--- config.mk ---
export PLATFORM = sky130hd
export DESIGN_NAME = tcw_ctrl
export DESIGN_NICKNAME = d
export VERILOG_FILES = /design/src/design/tcw_pkg.sv /design/src/design/tcw_ctrl.sv
export VERILOG_INCLUDE_DIRS = /design/src /design/src/design
export SDC_FILE = /design/constraint.sdc
export NUM_CORES = 1
export LEC_CHECK = 0
export BUFFER_PORTS_ARGS = -buffer_cell sky130_fd_sc_hd__clkbuf_2
export CAP_MARGIN = 20
export CORE_AREA = 2 2 39 41
export DETAILED_ROUTE_END_ITERATION = 6
export DIE_AREA = 0 0 41 43
export GPL_ROUTABILITY_DRIVEN = 0
export GPL_TIMING_DRIVEN = 1
export PLACE_DENSITY = 0.55
export SLEW_MARGIN = 10
export SYNTH_ARGS = -nofsm -noshare
export SYNTH_HDL_FRONTEND = slang
export SYNTH_SLANG_ARGS = --single-unit
--- constraint.sdc ---
create_clock -name clk -period 1.5 [get_ports clk]
set_input_delay 0.3 -clock clk [delete_from_list [all_inputs] [get_ports clk]]
set_output_delay 0.3 -clock clk [all_outputs]
set_load 0.02 [all_outputs]
--- src/design/text_console_writer_core_defines.svh ---
// Assertion macros shared by the console writer modules.
`ifndef TEXT_CONSOLE_WRITER_CORE_DEFINES_SVH
`define TEXT_CONSOLE_WRITER_CORE_DEFINES_SVH
`ifndef SYNTHESIS
`define TCW_ASSERT(label, prop) \
    label: assert property (@(posedge clk) disable iff (!rst_n) prop) \
        else $error("tcw: check failed");
`define TCW_ASSERT_MSG(label, prop, msg) \
    label: assert property (@(posedge clk) disable iff (!rst_n) prop) else $error(msg);
`else
`define TCW_ASSERT(label, prop)
`define TCW_ASSERT_MSG(label, prop, msg)
`endif
`endif

--- src/design/tcw_pkg.sv ---
package tcw_pkg;

    localparam int ADDR_W = 13;
    localparam int N_W    = 14;
    localparam int CELLS  = 1 << ADDR_W;

    localparam logic [7:0] MAX_COLS   = 8'd128;
    localparam logic [6:0] MAX_ROWS   = 7'd64;
    localparam logic [6:0] MIN_ROWS   = 7'd2;
    localparam logic [7:0] COLS_RESET = 8'd80;
    localparam logic [6:0] ROWS_RESET = 7'd25;
    localparam logic [7:0] ATTR_RESET = 8'h07;

    localparam logic [7:0] CH_NEWLINE = 8'h0A;
    localparam logic [7:0] CH_RETURN  = 8'h0D;

    localparam logic [1:0] OP_PUT   = 2'd0;
    localparam logic [1:0] OP_READ  = 2'd1;
    localparam logic [1:0] OP_CLEAR = 2'd2;
    localparam logic [1:0] OP_NOP   = 2'd3;

    localparam logic [1:0] CFG_COLUMNS   = 2'd0;
    localparam logic [1:0] CFG_ROWS      = 2'd1;
    localparam logic [1:0] CFG_ATTRIBUTE = 2'd2;

    localparam logic [1:0] MODE_NONE  = 2'd0;
    localparam logic [1:0] MODE_COPY  = 2'd1;
    localparam logic [1:0] MODE_ZERO  = 2'd2;
    localparam logic [1:0] MODE_CLEAR = 2'd3;

    typedef struct packed {
        logic [1:0]  opcode;
        logic [7:0]  char_code;
        logic [12:0] cell_index;
    } tcw_req_t;

    typedef struct packed {
        logic [7:0] cell_char;
        logic [7:0] cell_attr;
        logic [7:0] cursor_col;
        logic [5:0] cursor_row;
        logic       scrolled;
    } tcw_rsp_t;

    typedef struct packed {
        logic       accept;
        logic       exec;
        logic       finish;
        logic [1:0] mode;
    } tcw_cmd_t;

    typedef struct packed {
        logic op_put;
        logic op_clear;
        logic scroll;
        logic last;
    } tcw_sts_t;

endpackage

--- src/design/tcw_ctrl.sv ---
`include "text_console_writer_core_defines.svh"

module tcw_ctrl import tcw_pkg::*; (
    input  logic     clk,
    input  logic     rst_n,
    input  logic     start,
    input  tcw_sts_t sts,
    output tcw_cmd_t cmd,
    output logic     busy,
    output logic     done
);

    localparam logic [2:0] S_IDLE  = 3'd0;
    localparam logic [2:0] S_EXEC  = 3'd1;
    localparam logic [2:0] S_COPY  = 3'd2;
    localparam logic [2:0] S_ZERO  = 3'd3;
    localparam logic [2:0] S_DRAIN = 3'd4;
    localparam logic [2:0] S_CLEAR = 3'd5;

    logic [2:0] state_reg, state_next;
    logic       done_reg, done_next;

    always_comb
    begin
        state_next = state_reg;
        cmd        = '0;
        cmd.mode   = MODE_NONE;
        unique case (state_reg)
            S_IDLE:
            begin
                if (start)
                begin
                    cmd.accept = 1'b1;
                    state_next = S_EXEC;
                end
            end
            S_EXEC:
            begin
                cmd.exec = 1'b1;
                if (sts.op_put && sts.scroll)
                begin
                    state_next = S_COPY;
                end
                else if (sts.op_clear)
                begin
                    state_next = S_CLEAR;
                end
                else
                begin
                    cmd.finish = 1'b1;
                    state_next = S_IDLE;
                end
            end
            S_COPY:
            begin
                cmd.mode = MODE_COPY;
                if (sts.last)
                begin
                    state_next = S_ZERO;
                end
            end
            S_ZERO:
            begin
                cmd.mode = MODE_ZERO;
                if (sts.last)
                begin
                    state_next = S_DRAIN;
                end
            end
            S_DRAIN:
            begin
                // last masked write of the bottom row lands here
                cmd.finish = 1'b1;
                state_next = S_IDLE;
            end
            S_CLEAR:
            begin
                cmd.mode = MODE_CLEAR;
                if (sts.last)
                begin
                    cmd.finish = 1'b1;
                    state_next = S_IDLE;
                end
            end
            default:
            begin
                state_next = S_IDLE;
            end
        endcase
    end

    assign done_next = cmd.finish;

    always_ff @(posedge clk or negedge rst_n)
    begin
        if (!rst_n)
        begin
            state_reg <= S_IDLE;
            done_reg  <= 1'b0;
        end
        else
        begin
            state_reg <= state_next;
            done_reg  <= done_next;
        end
    end

    assign busy = (state_reg != S_IDLE);
    assign done = done_reg;

    `TCW_ASSERT(a_done_after_busy, done |-> $past(busy))
    `TCW_ASSERT(a_accept_goes_busy, (start && !busy) |=> busy)
    `TCW_ASSERT_MSG(a_finish_once, done |-> !$past(done), "tcw: back-to-back done")

endmodule

==> flow_summary.ini <==
[run_status]
outcome = finished with violations
violations = setup timing

[clocking]
cts_buffers = 3
clock-sinks = 4
clkLatencyLatePin_ns = 0.24
cts_tree = built
cts_max_path_buffers = 2
path_clk_slew_ns = 0.04
htreeDepth = 1
cts_root_buffer = clkbuf_4

[logic_synthesis]
yosysWarnings = 0
yosysTopAreaCell = dfrtp_1
synth.top_cells.by_area = dfrtp_1 (34%), a21oi_1 (5.2%), buf_2 (5.2%)
synth_cell_types = 22
synth_nets = 42
syn_area_um2 = 292
yosysSeqAreaShare = 0.343
synth.avg_cell_area_um2 = 8.33
ys_ff_latch = 4
yosys.area.top_type_share = 0.343
syn_inst = 35

[power]
combPwrFrac = 0.765
p_int_mw = 0.815
p_per_area_nw_per_um2 = 2320
p_sw_mw = 0.548
sequentialPowerShare = 0.136
peakVddDrop_uv = 785
leakagePower_nw = 0.273
switching_share = 0.402
power_frac_clock = 0.099
power_mw = 1.36

[timing]
fmax_mhz = 568
worstMarginPinSlew_ns = 0.324
relSlewSlack = 0.781
rsz0062_at_grt = yes
setup_viol = 3
finalHoldWorstSlack_ns = 0.373
setup_slack_ns = -0.261
slew_viol_final = 0
fin_worst_skew_ns = 0.00253
fin_crit_sh = 1.17
fin_crit_ns = 1.76
hold_viol = 0
final.setup.tns_ns = -0.514

[drt]
routed_wl_um = 912
drt-met1-wl_um = 374
drc = 0
vias = 354
drt.antenna.violating_nets = 0
highest_layer = met3
dr.pass1.iters = 4
wire_per_inst_um = 11.7
wl_met2_um = 472
wl_met3_um = 66
via_per_inst = 4.54
drt_iter0_drc = 8

[final_layout]
num-nets-final = 71
largest_register_ff_count = 3
diodes = 0
fin_cells = 78
final_cell_area_um2 = 587
area_growth_pct = 101
final_util = 0.424
drive_above_1_share = 0.581

[placed_design]
pre_cts_ws_ns = -0.121
place.port_buffers = 13
postPlaceCellArea_um2 = 397
dp.cells = 64
place_hpwl_um = 544

[hold_path]
hold_depth = 3
hold_class = in -> reg
hold_path.startpoint = sts[2]
min_to = state_reg[2]

[grt]
grt_antenna_before_repair = 0
grt_max_degree = 13
grt-ovfl-total = 0
grt_pass1_vias = 315
grt_pass1_wl_um = 1320
grt_use_total = 0.116

[die]
dieArea_um2 = 1760
rows = 14
die_x_um = 41
core_area_um2 = 1380
die_h_um = 43
initial_utilization = 0.211
num_io_pins = 14

[critical_path]
r2r_slack_ns = 0.09
reg2reg_from = state_reg[0]
crit_arrival_ns = 1.46
rr_endpoint = state_reg[0]
worst_setup_path_start_kind = register
cp_max_fo = 2
reg2regPathDepth = 7
critPathRequiredTime_ns = 1.20
cp-end-kind = primary output
worst-setup-path-type = reg -> out

[flow_run]
maxCapViolCount = 0
[routing by layer]
metal | track usage | up-vias
li1 | - | 178
met1 | 0.133 | 164
met2 | 0.166 | 12
met3 | 0.0628 | 0
met4 | 0.0600 | 0
met5 | 0 | -
[area by class of cell]
| cell class | instances | area (um^2) |
|---|---|---|
| clock buffers | 3 | 22.5 |
| fillers | 131 | 797 |
| inverters | 2 | 7.51 |
| multi-input cells | 25 | 203 |
| flip-flops and latches | 4 | 100 |
| well taps | 16 | 20.0 |
| repair buffers | 28 | 234 |
[critical path, cell delays in order, from the launching register on]
cell	delay, ns
dfrtp_1	0.38
or4b_4	0.53
a21oi_4	0.19
buf_8	0.13
[cells in the mapped netlist, drive strengths merged]
cell type,count
a21boi,1
a21oi,3
a311oi,1
a31oi,1
buf,4
dfrtp,4
inv,2
nand2,3
nand3,1
nand4bb,1
nor2,3
nor2b,1
nor3b,3
o211ai,1
o21ai,2
or3,1
or4b,1
xnor2,1
xor2,1
[worst max-delay path by stage]
stage / start / endpoint / slack (ns) / depth (start not counted)
finish: state_reg[2] / cmd[2] / -0.26 / 3
global route: state_reg[0] / cmd[2] / -0.32 / 4
CTS: state_reg[2] / cmd[2] / -0.25 / 3
detailed placement: sts[3] / cmd[2] / -0.12 / 5
global placement: sts[3] / cmd[2] / -0.08 / 5
floorplan: state_reg[0] / cmd[2] / 0.007 / 4
[layout by cell type, fill, tap and decap left out]
cell,n
nor3b_1,2
buf_8,3
a21oi_4,1
o21ai_0,1
nor3b_4,1
xnor2_1,1
dlygate4sd3_1,1
a21oi_1,2
o211ai_1,1
dfrtp_1,4
nand2_1,3
inv_1,2
or3_4,1
nor2b_1,1
nand3_1,1
o21ai_1,1
xor2_1,1
or4b_4,1
clkbuf_2,7
a311oi_1,1
a21boi_1,1
buf_6,5
a31oi_1,1
buf_2,1
nor2_4,2
buf_4,11
nor2_1,1
nand4bb_1,1
clkbuf_4,3
[power by group through the flow]
stage	Sequential (mW)	Combinational, mW	Clock [mW]
2_1_floorplan	0.190	0.436	0
5_1_grt	0.193	1.11	0.149
3_3_place_gp	0.175	0.621	0
3_5_place_dp	0.174	0.632	0
6_report	0.185	1.04	0.135
4_1_cts	0.175	0.736	0.143
[logic make-up (layout without fill, tap and decap cells)]
kind of cell              count (synthesis)  count (layout)  share of synthesized area
buffers and inverters                     6              33                      0.103
and+or+nand+nor                          14              14                      0.305
AOI/OAI and AO/OA                         9               9                      0.189
DFF                                       4               4                      0.343
xor gates and xnor gates                  2               2                     0.0601
[repair_timing]
| action | in CTS | in global routing |
|---|---|---|
| gates resized for setup | 8 | 19 |
| endpoints found under the setup margin | 4 | 6 |
| hold buffers | 1 | 0 |
| endpoints found under the hold margin | 4 | 0 |
| pin swaps | 4 | 3 |
| setup buffers | 2 | 7 |
| cloned | 0 | 1 |
(Power assumes the default switching activity.)
